File: src/rtl/pcss_pkg.sv
package pcss_pkg;

    localparam int MAX_POINTS = 1024;
    localparam int COORD_BITS = 24;

    // point stores and hull stack
    localparam int ST_DEPTH = MAX_POINTS + 1;
    localparam int HS_DEPTH = MAX_POINTS + 2;
    localparam int ST_AW    = $clog2(ST_DEPTH);
    localparam int HS_AW    = $clog2(HS_DEPTH);
    localparam int CNT_W    = $clog2(HS_DEPTH + 1);
    localparam int HC_W     = 11;

    localparam logic [1:0] ACT_LOAD = 2'd0;
    localparam logic [1:0] ACT_HULL = 2'd1;
    localparam logic [1:0] ACT_READ = 2'd2;
    localparam logic [1:0] ACT_NOP  = 2'd3;

    localparam logic [1:0] STS_OK    = 2'd0;
    localparam logic [1:0] STS_FULL  = 2'd1;
    localparam logic [1:0] STS_EMPTY = 2'd2;
    localparam logic [1:0] STS_NONE  = 2'd3;

    typedef logic signed [COORD_BITS-1:0] t_coord;

    typedef struct packed {
        logic             st_we;
        logic [ST_AW-1:0] st_waddr;
        logic             st_re;
        logic [ST_AW-1:0] st_raddr;
        logic             st_from_stack;
        logic             hs_we;
        logic [HS_AW-1:0] hs_waddr;
        logic [ST_AW-1:0] hs_wdata;
        logic             hs_re;
        logic [HS_AW-1:0] hs_raddr;
        logic             ld_a;
        logic             ld_b;
        logic             ld_c;
        logic             push_sh;
        logic             pop_sh;
        logic             mul_p;
        logic             mul_q;
    } t_dp_cmd;

    typedef struct packed {
        logic [ST_AW-1:0] hs_rdata;
        t_coord           rd_x;
        t_coord           rd_y;
        t_coord           rd_z;
        logic             x_lt;
        logic             x_eq;
        logic             ident_ab;
        logic             ident_bc;
        logic             far_ab;
        logic             turn_neg;
        logic             turn_pos;
    } t_dp_sts;

    typedef struct packed {
        logic             load;
        logic [1:0]       status;
        logic             point_valid;
        logic             last_point;
        logic [CNT_W-1:0] count;
        logic             reversed;
    } t_res;

endpackage

File: src/rtl/pcss_ctrl.sv
module pcss_ctrl (
    input  logic              i_clk,
    input  logic              i_rst_n,
    input  logic              i_valid,
    input  logic [1:0]        i_action,
    output logic              o_stall,
    input  logic              i_out_free,
    input  pcss_pkg::t_dp_sts i_sts,
    output pcss_pkg::t_dp_cmd o_cmd,
    output pcss_pkg::t_res    o_res
);
    import pcss_pkg::*;

    localparam logic [4:0] S_IDLE = 5'd0;
    localparam logic [4:0] S_RES  = 5'd1;
    localparam logic [4:0] S_F0   = 5'd2;
    localparam logic [4:0] S_F1   = 5'd3;
    localparam logic [4:0] S_O1   = 5'd4;
    localparam logic [4:0] S_O2   = 5'd5;
    localparam logic [4:0] S_O3   = 5'd6;
    localparam logic [4:0] S_O4   = 5'd7;
    localparam logic [4:0] S_L2   = 5'd8;
    localparam logic [4:0] S_N0   = 5'd9;
    localparam logic [4:0] S_N1   = 5'd10;
    localparam logic [4:0] S_N2   = 5'd11;
    localparam logic [4:0] S_N3   = 5'd12;
    localparam logic [4:0] S_N4   = 5'd13;
    localparam logic [4:0] S_N6   = 5'd14;
    localparam logic [4:0] S_N7   = 5'd15;
    localparam logic [4:0] S_N8   = 5'd16;
    localparam logic [4:0] S_T1   = 5'd17;
    localparam logic [4:0] S_T2   = 5'd18;
    localparam logic [4:0] S_OE   = 5'd19;
    localparam logic [4:0] S_S0   = 5'd20;
    localparam logic [4:0] S_S1   = 5'd21;
    localparam logic [4:0] S_S2   = 5'd22;
    localparam logic [4:0] S_S3   = 5'd23;
    localparam logic [4:0] S_S4   = 5'd24;
    localparam logic [4:0] S_S5   = 5'd25;
    localparam logic [4:0] S_S6   = 5'd26;
    localparam logic [4:0] S_SE   = 5'd27;
    localparam logic [4:0] S_R2   = 5'd28;

    logic [4:0]       r_state, n_state, r_ret, n_ret;
    logic [CNT_W-1:0] r_fpos, n_fpos;
    logic             r_fstk, n_fstk;
    logic [ST_AW-1:0] r_fidx, n_fidx, r_cidx, n_cidx;
    logic [CNT_W-1:0] r_count, n_count, r_hsize, n_hsize, r_rpos, n_rpos;
    logic             r_in_rev, n_in_rev, r_out_rev, n_out_rev, r_mode, n_mode;
    logic [CNT_W-1:0] r_n, n_n, r_j, n_j, r_first, n_first, r_last, n_last;
    logic [CNT_W-1:0] r_i0, n_i0, r_i1, n_i1, r_i, n_i, r_h, n_h;
    logic [1:0]       r_res_status, n_res_status;
    logic             r_res_valid, n_res_valid, r_res_last, n_res_last;

    logic [CNT_W-1:0] pos_m, s_i0, rd_phys;
    logic [ST_AW-1:0] idx0;
    logic             accept;

    function automatic logic [CNT_W-1:0] f_inc(input logic [CNT_W-1:0] k,
                                               input logic [CNT_W-1:0] n);
        return (k == n - CNT_W'(1)) ? '0 : k + CNT_W'(1);
    endfunction

    function automatic logic [CNT_W-1:0] f_dec(input logic [CNT_W-1:0] k,
                                               input logic [CNT_W-1:0] n);
        return (k == '0) ? n - CNT_W'(1) : k - CNT_W'(1);
    endfunction

    // position in the point list -> store index (closing copy wraps to 0)
    assign pos_m   = r_in_rev ? (r_n - CNT_W'(1) - r_fpos) : r_fpos;
    assign idx0    = (pos_m < r_count) ? ST_AW'(pos_m) : '0;
    assign s_i0    = r_in_rev ? (r_n - CNT_W'(1) - r_last) : r_first;
    assign rd_phys = r_out_rev ? (r_hsize - CNT_W'(1) - r_rpos) : r_rpos;

    assign accept  = i_valid && (r_state == S_IDLE);
    assign o_stall = r_state != S_IDLE;

    always_comb begin
        n_state      = r_state;
        n_ret        = r_ret;
        n_fpos       = r_fpos;
        n_fstk       = r_fstk;
        n_fidx       = r_fidx;
        n_cidx       = r_cidx;
        n_count      = r_count;
        n_hsize      = r_hsize;
        n_rpos       = r_rpos;
        n_in_rev     = r_in_rev;
        n_out_rev    = r_out_rev;
        n_mode       = r_mode;
        n_n          = r_n;
        n_j          = r_j;
        n_first      = r_first;
        n_last       = r_last;
        n_i0         = r_i0;
        n_i1         = r_i1;
        n_i          = r_i;
        n_h          = r_h;
        n_res_status = r_res_status;
        n_res_valid  = r_res_valid;
        n_res_last   = r_res_last;
        o_cmd        = '0;

        case (r_state)
            S_IDLE: begin
                if (accept) begin
                    n_res_status = STS_OK;
                    n_res_valid  = 1'b0;
                    n_res_last   = 1'b0;
                    n_state      = S_RES;
                    case (i_action)
                        ACT_LOAD: begin
                            if (r_count < CNT_W'(MAX_POINTS)) begin
                                o_cmd.st_we    = 1'b1;
                                o_cmd.st_waddr = ST_AW'(r_count);
                                n_count        = r_count + CNT_W'(1);
                            end else begin
                                n_res_status = STS_FULL;
                            end
                        end
                        ACT_HULL: begin
                            if (r_count == '0) begin
                                n_res_status = STS_EMPTY;
                                n_hsize      = '0;
                                n_rpos       = '0;
                                n_in_rev     = 1'b0;
                                n_out_rev    = 1'b0;
                            end else begin
                                n_mode   = 1'b0;
                                n_n      = r_count;
                                n_in_rev = 1'b0;
                                n_state  = S_O1;
                            end
                        end
                        ACT_READ: begin
                            if (r_rpos < r_hsize) begin
                                n_fpos  = rd_phys;
                                n_fstk  = 1'b1;
                                n_ret   = S_R2;
                                n_state = S_F0;
                            end else begin
                                n_res_status = STS_NONE;
                            end
                        end
                        default: begin
                        end
                    endcase
                end
            end
            S_RES: begin
                if (i_out_free) begin
                    n_state = S_IDLE;
                end
            end
            S_F0: begin
                if (r_fstk) begin
                    o_cmd.hs_re    = 1'b1;
                    o_cmd.hs_raddr = HS_AW'(r_fpos);
                    n_state        = S_F1;
                end else begin
                    o_cmd.st_re    = 1'b1;
                    o_cmd.st_raddr = idx0;
                    n_fidx         = idx0;
                    n_state        = r_ret;
                end
            end
            S_F1: begin
                o_cmd.st_re         = 1'b1;
                o_cmd.st_from_stack = 1'b1;
                n_fidx              = i_sts.hs_rdata;
                n_state             = r_ret;
            end
            // orientation: closing check against the last element
            S_O1: begin
                n_fpos  = r_n - CNT_W'(1);
                n_fstk  = r_mode;
                n_ret   = S_O2;
                n_state = S_F0;
            end
            S_O2: begin
                o_cmd.ld_a = 1'b1;
                n_fpos     = '0;
                n_fstk     = r_mode;
                n_ret      = S_O3;
                n_state    = S_F0;
            end
            S_O3: begin
                o_cmd.ld_b = 1'b1;
                n_state    = S_O4;
            end
            S_O4: begin
                if (i_sts.far_ab) begin
                    if (r_mode) begin
                        o_cmd.hs_we    = 1'b1;
                        o_cmd.hs_waddr = HS_AW'(r_n);
                        o_cmd.hs_wdata = r_fidx;
                    end
                    n_n = r_n + CNT_W'(1);
                end
                n_j     = '0;
                n_fpos  = '0;
                n_fstk  = r_mode;
                n_ret   = S_L2;
                n_state = S_F0;
            end
            // leftmost search, first and last tie kept
            S_L2: begin
                if (r_j == '0) begin
                    o_cmd.ld_a = 1'b1;
                    n_first    = '0;
                    n_last     = '0;
                end else if (i_sts.x_lt) begin
                    o_cmd.ld_a = 1'b1;
                    n_first    = r_j;
                    n_last     = r_j;
                end else if (i_sts.x_eq) begin
                    n_last = r_j;
                end
                if (r_j == r_n - CNT_W'(1)) begin
                    n_state = S_N0;
                end else begin
                    n_j     = r_j + CNT_W'(1);
                    n_fpos  = r_j + CNT_W'(1);
                    n_fstk  = r_mode;
                    n_ret   = S_L2;
                    n_state = S_F0;
                end
            end
            S_N0: begin
                n_i1    = f_inc(r_first, r_n);
                n_i0    = f_dec(r_first, r_n);
                n_fpos  = r_first;
                n_fstk  = r_mode;
                n_ret   = S_N1;
                n_state = S_F0;
            end
            S_N1: begin
                o_cmd.ld_b = 1'b1;
                n_fpos     = r_i1;
                n_fstk     = r_mode;
                n_ret      = S_N2;
                n_state    = S_F0;
            end
            S_N2: begin
                o_cmd.ld_c = 1'b1;
                n_state    = S_N3;
            end
            S_N3: begin
                n_fstk  = r_mode;
                n_state = S_F0;
                if (i_sts.ident_bc) begin
                    n_fpos = f_inc(r_i1, r_n);
                    n_ret  = S_N4;
                end else begin
                    n_fpos = r_i0;
                    n_ret  = S_N6;
                end
            end
            S_N4: begin
                o_cmd.ld_c = 1'b1;
                n_fpos     = r_i0;
                n_fstk     = r_mode;
                n_ret      = S_N6;
                n_state    = S_F0;
            end
            S_N6: begin
                o_cmd.ld_a = 1'b1;
                n_state    = S_N7;
            end
            S_N7: begin
                if (i_sts.ident_ab) begin
                    n_fpos  = f_dec(r_i0, r_n);
                    n_fstk  = r_mode;
                    n_ret   = S_N8;
                    n_state = S_F0;
                end else begin
                    n_ret   = S_OE;
                    n_state = S_T1;
                end
            end
            S_N8: begin
                o_cmd.ld_a = 1'b1;
                n_ret      = S_OE;
                n_state    = S_T1;
            end
            S_T1: begin
                o_cmd.mul_p = 1'b1;
                n_state     = S_T2;
            end
            S_T2: begin
                o_cmd.mul_q = 1'b1;
                n_state     = r_ret;
            end
            S_OE: begin
                if (r_mode) begin
                    n_out_rev    = i_sts.turn_pos;
                    n_hsize      = r_n;
                    n_rpos       = '0;
                    n_res_status = STS_OK;
                    n_state      = S_RES;
                end else begin
                    n_in_rev = i_sts.turn_neg;
                    n_state  = S_S0;
                end
            end
            // stack scan
            S_S0: begin
                n_i0    = s_i0;
                n_fpos  = s_i0;
                n_fstk  = 1'b0;
                n_ret   = S_S1;
                n_state = S_F0;
            end
            S_S1: begin
                o_cmd.ld_a     = 1'b1;
                o_cmd.hs_we    = 1'b1;
                o_cmd.hs_waddr = '0;
                o_cmd.hs_wdata = r_fidx;
                n_i1           = f_inc(r_i0, r_n);
                n_fpos         = f_inc(r_i0, r_n);
                n_fstk         = 1'b0;
                n_ret          = S_S2;
                n_state        = S_F0;
            end
            S_S2: begin
                o_cmd.ld_b     = 1'b1;
                o_cmd.hs_we    = 1'b1;
                o_cmd.hs_waddr = HS_AW'(1);
                o_cmd.hs_wdata = r_fidx;
                n_h            = CNT_W'(2);
                n_i            = f_inc(r_i1, r_n);
                n_state        = S_S3;
            end
            S_S3: begin
                if (r_i == r_i0) begin
                    n_state = S_SE;
                end else begin
                    n_fpos  = r_i;
                    n_fstk  = 1'b0;
                    n_ret   = S_S4;
                    n_state = S_F0;
                end
            end
            S_S4: begin
                o_cmd.ld_c = 1'b1;
                n_cidx     = r_fidx;
                n_ret      = S_S5;
                n_state    = S_T1;
            end
            S_S5: begin
                if ((r_h > CNT_W'(1)) && i_sts.turn_neg) begin
                    o_cmd.pop_sh = 1'b1;
                    n_h          = r_h - CNT_W'(1);
                    if (r_h > CNT_W'(2)) begin
                        n_fpos  = r_h - CNT_W'(3);
                        n_fstk  = 1'b1;
                        n_ret   = S_S6;
                        n_state = S_F0;
                    end
                end else begin
                    o_cmd.hs_we    = 1'b1;
                    o_cmd.hs_waddr = HS_AW'(r_h);
                    o_cmd.hs_wdata = r_cidx;
                    o_cmd.push_sh  = 1'b1;
                    n_h            = r_h + CNT_W'(1);
                    n_i            = f_inc(r_i, r_n);
                    n_state        = S_S3;
                end
            end
            S_S6: begin
                o_cmd.ld_a = 1'b1;
                n_ret      = S_S5;
                n_state    = S_T1;
            end
            S_SE: begin
                if (r_in_rev) begin
                    n_mode  = 1'b1;
                    n_n     = r_h;
                    n_state = S_O1;
                end else begin
                    n_out_rev    = 1'b0;
                    n_hsize      = r_h;
                    n_rpos       = '0;
                    n_res_status = STS_OK;
                    n_state      = S_RES;
                end
            end
            S_R2: begin
                n_res_valid = 1'b1;
                n_res_last  = (r_rpos + CNT_W'(1)) == r_hsize;
                n_rpos      = r_rpos + CNT_W'(1);
                n_state     = S_RES;
            end
            default: begin
                n_state = S_IDLE;
            end
        endcase
    end

    always_ff @(posedge i_clk) begin
        if (!i_rst_n) begin
            r_state   <= S_IDLE;
            r_count   <= '0;
            r_hsize   <= '0;
            r_rpos    <= '0;
            r_in_rev  <= 1'b0;
            r_out_rev <= 1'b0;
        end else begin
            r_state   <= n_state;
            r_count   <= n_count;
            r_hsize   <= n_hsize;
            r_rpos    <= n_rpos;
            r_in_rev  <= n_in_rev;
            r_out_rev <= n_out_rev;
        end
    end

    always_ff @(posedge i_clk) begin
        r_ret        <= n_ret;
        r_fpos       <= n_fpos;
        r_fstk       <= n_fstk;
        r_fidx       <= n_fidx;
        r_cidx       <= n_cidx;
        r_mode       <= n_mode;
        r_n          <= n_n;
        r_j          <= n_j;
        r_first      <= n_first;
        r_last       <= n_last;
        r_i0         <= n_i0;
        r_i1         <= n_i1;
        r_i          <= n_i;
        r_h          <= n_h;
        r_res_status <= n_res_status;
        r_res_valid  <= n_res_valid;
        r_res_last   <= n_res_last;
    end

    always_comb begin
        o_res             = '0;
        o_res.load        = (r_state == S_RES) && i_out_free;
        o_res.status      = r_res_status;
        o_res.point_valid = r_res_valid;
        o_res.last_point  = r_res_last;
        o_res.count       = r_hsize;
        o_res.reversed    = r_in_rev;
    end

endmodule
File: config.mk
export PLATFORM = sky130hd
export DESIGN_NAME = pcss_ctrl
export DESIGN_NICKNAME = d
export VERILOG_FILES = /design/src/rtl/pcss_pkg.sv /design/src/rtl/pcss_ctrl.sv
export SDC_FILE = /design/constraint.sdc
export NUM_CORES = 1
export LEC_CHECK = 0
export BUFFER_PORTS_ARGS = -buffer_cell sky130_fd_sc_hd__buf_2
export CAP_MARGIN = 20
export CORE_ASPECT_RATIO = 1.75
export CORE_UTILIZATION = 60
export DETAILED_ROUTE_END_ITERATION = 12
export HOLD_SLACK_MARGIN = 0.05
export PLACE_DENSITY = 0.83
export SKIP_LAST_GASP = 1
export SLEW_MARGIN = 20
export SYNTH_ARGS = -nofsm -noshare
export SYNTH_HDL_FRONTEND = slang
export SYNTH_SLANG_ARGS = --single-unit
File: constraint.sdc
create_clock -name i_clk -period 6.85 [get_ports i_clk]
set_input_delay 1.37 -clock i_clk [delete_from_list [all_inputs] [get_ports i_clk]]
set_output_delay 1.37 -clock i_clk [all_outputs]
set_load 0.02 [all_outputs]
==> results of run 1 <==
[cells in the final DEF (no fill, tap or decap), drive strengths merged, types with 66 or more instances in the layout]
cell | synthesis | layout
buf | 32 | 167
nor2 | 155 | 155
nand2 | 141 | 141
edfxtp | 132 | 132
xnor2 | 129 | 129
inv | 105 | 113
o21ai | 89 | 89
nand3 | 72 | 72
ha | 71 | 71
a21oi | 66 | 66
[report_power, final]
group | internal [mW] | switching, mW | total, mW | leakage (nW)
logic | 0.798 | 1.27 | 2.06 | 4.41
clock network | 0.480 | 0.483 | 0.962 | 0.271
registers | 1.24 | 0.118 | 1.36 | 1.52
total | 2.52 | 1.87 | 4.39 | 6.20
[repair_timing]
action,in CTS,in global routing
pin swaps,2,6
setup buffers,6,4
resized for setup,5,19
setup endpoints to repair,11,11
hold buffers,0,0
gates cloned,0,1
[metal layers]
metal | vias up | part of all wire, %
li1 | 6332 | -
met1 | 6824 | 32
met2 | 985 | 48
met3 | 344 | 9.0
met4 | 0 | 12
met5 | - | 0
[worst max path at each step]
stage	startpoint	to
6_report	r_n[0]	o_cmd[52]
5_1_grt	r_n[0]	o_cmd[45]
4_1_cts	r_n[0]	o_cmd[52]
3_5_place_dp	r_n[0]	o_cmd[52]
3_3_place_gp	r_n[0]	o_cmd[52]
2_1_floorplan	r_n[0]	o_cmd[43]
[final cells by class]
cell class	count	area share, %
diodes	2	0.0311
clock buffers	18	2.66
clock inverters	14	0.816
inverters	108	2.52
multi-input cells	1308	55.7
flip-flops and latches	172	29.6
well taps	308	2.39
repair buffers	167	6.26
[sequential cells by signal, indices dropped and copies added, names as in the netlist]
name and flops:
r_i 11, r_ret 5, r_first 11, r_last 11
r_i0 11, r_state 5, r_res_valid 1, r_fidx 11
r_h 11, r_res_last 1, r_out_rev 1, r_res_status 2
r_in_rev 1, r_i1 11, r_cidx 11, r_count 11
r_j 11, r_fstk 1, r_rpos 11, r_n 11
r_fpos 11, r_hsize 11, r_mode 1
[synth_stat cells (5+ instances only)]
cell type  instances
nor2_1           155
nand2_1          141
edfxtp_1         132
xnor2_1          125
inv_1            105
clkbuf_1         102
o21ai_0           78
nand3_1           72
ha_1              71
a21oi_1           66
xor2_1            55
nor3_1            50
dfxtp_1           40
and3_1            33
a22oi_1           30
a22o_1            29
and2_1            25
nor4_1            24
nand4_1           22
nand2b_1          20
a211oi_1          19
or3_1             19
o211ai_1          18
o31ai_1           17
or4_1             17
nor2b_1           15
o22ai_1           15
buf_2             14
mux2i_1           14
buf_1             13
a31oi_1           12
o32ai_1           11
nor3b_1           10
o21ai_1           10
a21o_1             8
o21a_1             8
nand3b_1           6
o2111ai_1          6
xnor3_1            6
a41oi_1            5
o31a_1             5
[cell families after synthesis]
group,after synthesis,share of synthesized area (%)
and+or+nand+nor,633,22.0
xor gates and xnor gates,191,12.3
buffers and inverters,242,6.53
adders and majority gates,74,6.53
muxes,16,1.12
other,1,0.0258
DFF,172,32.8
AOI/OAI and AO/OA,392,18.6
[metrics by stage]
step	util (%)	setup WS (ns)	setup TNS (ns)
after global placement	64.1	0.202	0
after global routing	67.6	-0.0734	-0.475
after CTS	66.8	0.0489	0
final	67.6	0.173	0
after floorplan	-	0.207	0
after detailed placement	64.2	0.107	0
==> results.ini, run 1 <==
[outcome]
outcome=complete, no violations

[cts]
clk_latency_ns=0.47
htree_levels=4
cts_tree=built
cts_buffers=17
cts_root_buf=clkbuf_16
clockBufferDepth=2
path_clk_slew_ns=0.07
clock_sinks=172

[sta]
period_minus_slack_ns=6.68
whs_ns=0.453
fin_crit_sh_pct=97.5
setup_violations=0
finalHoldViolations=0
clock_skew_ns=0.00961
slew_viol_final=0
max_freq_ghz=0.150
worst_slew_pin_slew_ns=1.18
maxSlewHeadroom_pct=20.8

[synthesis]
synth.net_count=1891
synth_edf_count=132
yosys_warnings=0
netlist_top_cells_area=edfxtp_1 27%, xnor2_1 7.5%, ha_1 6.1%, dfxtp_1 5.5%, nor2_1 4.0%
ys_seq_elements=172
synthCells=1721
ys.flop_type=edfxtp_1
synthArstFlopShare_pct=0
synth_seq_area_share_pct=32.8
syn_avg_cell_area_um2=8.44
ys_types=92
synth_top_cell_area_share_pct=27.3
syn-cell-area_um2=14500
synth_top_cell_by_area=edfxtp_1

[drt]
viasPerCell=6.91
drt-total-wl_mm=56.3
routedWlPerCell_um=26.8
drtAntennaViolNets=0
drt-pass1-iter-count=6
vias=14500
drtIter0Drc=1547
drc_errors=0

[min_path]
hold_start=r_fidx[6]
hold_depth=0
hold_path_class=reg -> reg
hold_end=r_cidx[6]

[floorplanning]
dieArea_um2=24900
pin_count=181
dieWidth_um=120
num_rows=75
core_area_um2=23800
initial_utilization_pct=60.9
die_h_um=208

[layout]
register_area_um2=4760
finalNonFillerCells=2097
design_area_um2=16100
syn_to_final_growth_pct=10.9
final_nets=1944
multi_input_area_um2=8980
drive_gt1_share_pct=13.9
nFillCells=2031

[global_route]
grt.met2_usage_pct=75.0
grtUsageTotal_pct=45.3
overflow=0
grt_max_degree=37
grt_pass1_wl_mm=82.7
antenna_found_initial=1
gr-usage-met1_pct=46.8
met3_usage_pct=10.1
first_global_vias=13700
gr-max-usage-layer=met2

[worst_setup_path]
cp.depth=22
crit_type=reg -> out
cp_top_family=simple AND/OR/NAND/NOR gates
rr_worst_depth=22
worst_ep_required_time_ns=5.48
critPathBufInv=6
r2r_end=r_fidx[8]
crit_chain=inv_2 -> ha_1 -> buf_4 -> nor3b_4 -> xnor2_2 -> buf_4 -> inv_1 -> ha_4 -> o21ai_0 -> a31oi_1 -> o21a_1 -> or3_1 -> a31oi_4 -> inv_1 -> ha_1 -> a21oi_2 -> nand3b_1 -> o211ai_1 -> a21oi_2 -> or4_4 -> nor2b_1 -> buf_2
start_kind=flop
slowest_delay_ns=0.58
cp_max_fo=6
r2r_setup_slack_ns=2.15
critical-path-slowest-cell=or4_4
cp.arrival_ns=5.31
crit_path_end_kind=output pin
r2r_start=r_n[0]

[place]
dpl.hpwl_mm=42.1
postPlaceCellArea_um2=15300
io_buffers=107
gp_congestion=1.05
dpl.cell_count=2050

[pwr]
peakVddDrop_v=0.000212
leakage_nw=6.20
power_mw=4.39
power_density_nw_per_um2=272

[flow_run]
max_cap_viol_count=0

Note: power is estimated with default switching activity, not from simulation.
==> run 2: changes to the inputs <==
--- a/config.mk
+++ b/config.mk
@@ -8,6 +8,7 @@
 export BUFFER_PORTS_ARGS = -buffer_cell sky130_fd_sc_hd__buf_2
 export CAP_MARGIN = 20
 export CORE_ASPECT_RATIO = 1.75
+export CORE_MARGIN = 1.5
 export CORE_UTILIZATION = 60
 export DETAILED_ROUTE_END_ITERATION = 12
 export HOLD_SLACK_MARGIN = 0.05
==> results.ini, run 2 (synthesis gave the netlist of run 1 again) <==
[pwr]
power_density_nw_per_um2=277
p_int_mw=2.64
combPwrFrac_pct=46.8
peakVddDrop_v=0.000232
leakage_nw=6.25
power_mw=4.49
clockPowerShare_pct=23.3
p_switching_mw=1.85
switching_share_pct=41.1
seqPwrFrac_pct=29.9

[worst_setup_path]
r2r_setup_slack_ns=2.25
rr_worst_depth=18
cp.arrival_ns=5.33
crit_path_end_kind=output pin
start_kind=flop
crit_type=reg -> out
r2r_end=r_fidx[7]
worst_ep_required_time_ns=5.48
cp_max_fo=10
r2r_start=r_n[2]

[floorplanning]
dieArea_um2=25200
initial_utilization_pct=60.9
num_rows=75
pin_count=181
dieWidth_um=121
die_h_um=209
core_area_um2=23800

[place]
dpl.cell_count=2057
postPlaceCellArea_um2=15300
dpl.hpwl_mm=42.5
gp_congestion=1.06
io_buffers=107
place_ws_ns=0.0375

[cts]
cts_tree=built
path_clk_slew_ns=0.07
htree_levels=4
cts_buffers=17
clk_latency_ns=0.47
holdBufCountCts=0
cts_root_buf=clkbuf_16
clockBufferDepth=2
clock_sinks=172

[global_route]
overflow=0
grt_max_degree=37
met3_usage_pct=9.03
gr-max-usage-layer=met2
grt.met2_usage_pct=74.5
first_global_vias=13700
grtUsageTotal_pct=44.5
grt_pass1_wl_mm=82.6
gr-usage-met1_pct=46.7
antenna_found_initial=1

[drt]
viasPerCell=6.88
drc_errors=0
drtIter0Drc=1509
vias=14500
routedWlPerCell_um=26.8
drtAntennaViolNets=0
drt-total-wl_mm=56.3
drt-pass1-iter-count=6

[sta]
fin_crit_sh_pct=97.8
whs_ns=0.453
period_minus_slack_ns=6.70
worst_slack_ns=0.148
clock_skew_ns=0.00668
fin_tns_setup_ns=0
slew_viol_final=0
finalHoldViolations=0
setup_violations=0
max_freq_ghz=0.149
maxSlewHeadroom_pct=21.5
worst_slew_pin_slew_ns=1.18

[layout]
final_common_cell=nor2_1
finalNonFillerCells=2102
drive_gt1_share_pct=14.4
syn_to_final_growth_pct=11.7
final_nets=1950
layout_common_cells=152 x nor2_1, 141 x nand2_1, 132 x edfxtp_1
fin_util_pct=68.0
design_area_um2=16200

[min_path]
hold_start=r_fidx[6]
hold_end=r_cidx[6]
hold_path_class=reg -> reg
hold_depth=0

[flow_run]
max_cap_viol_count=0

[outcome]
outcome=complete, no violations

run 2: cell types whose count changed in the layout (fill, tap and decap cells not counted), sizes merged:
cell      before  now
buf          167  173
bufinv         0    3
clkinv         7    6
clkinvlp       2    3
diode          2    1
inv          113  110
run 2: routing by layer:
layer | routed length, µm | vias to the layer above | part of all wire [%]
met5 | 0 | - | 0
met3 | 4490 | 326 | 8.0
met2 | 27200 | 938 | 48
met4 | 6140 | 0 | 11
met1 | 18500 | 6855 | 33
li1 | - | 6335 | -
run 2: critical path, stage by stage (launching register included):
cell	delay [ns]
edfxtp_1	0.45
or4_4	0.60
nor2_2	0.18
xnor2_2	0.16
inv_1	0.14
ha_1	0.35
o21ai_0	0.13
a31oi_2	0.09
o21a_1	0.20
or3_1	0.35
a31oi_4	0.25
inv_1	0.07
ha_1	0.29
a21oi_1	0.18
nand3b_1	0.11
o211ai_1	0.30
a21oi_4	0.16
or4_4	0.56
nor2b_1	0.15
buf_4	0.16
run 2: repair_timing:
action / in CTS / in global routing
resized for setup: 10 / 21
buffers inserted: 6 / 4
pin swaps: 4 / 10
cloned: 1 / 0
setup endpoints to repair: 11 / 11
run 2: worst max path at each step:
stage,startpoint,endpoint,cells after the start
final,r_n[2],o_cmd[52],19
after floorplan,r_n[0],o_cmd[43],20
after global placement,r_n[0],o_cmd[52],19
after global routing,r_n[0],o_cmd[52],20
after detailed placement,r_n[0],o_cmd[52],19
after CTS,r_n[0],o_cmd[52],21
run 2: power groups by stage:
stage	Sequential, mW	Combinational (mW)	Clock [mW]
after floorplan	1.35	1.31	0
after global placement	1.36	1.88	0
after detailed placement	1.36	1.92	0
after global routing	1.35	2.24	1.07
after CTS	1.34	1.98	1.04
final	1.34	2.10	1.04
run 2: area by class of cell:
type	instances	area [µm²]
clock inverters	14	183
inverters	108	405
repair buffers	173	1050
fillers	1946	7620
clock buffers	18	429
flip-flops and latches	172	4760
diodes	1	2.50
multi-input cells	1308	9000
well taps	308	385
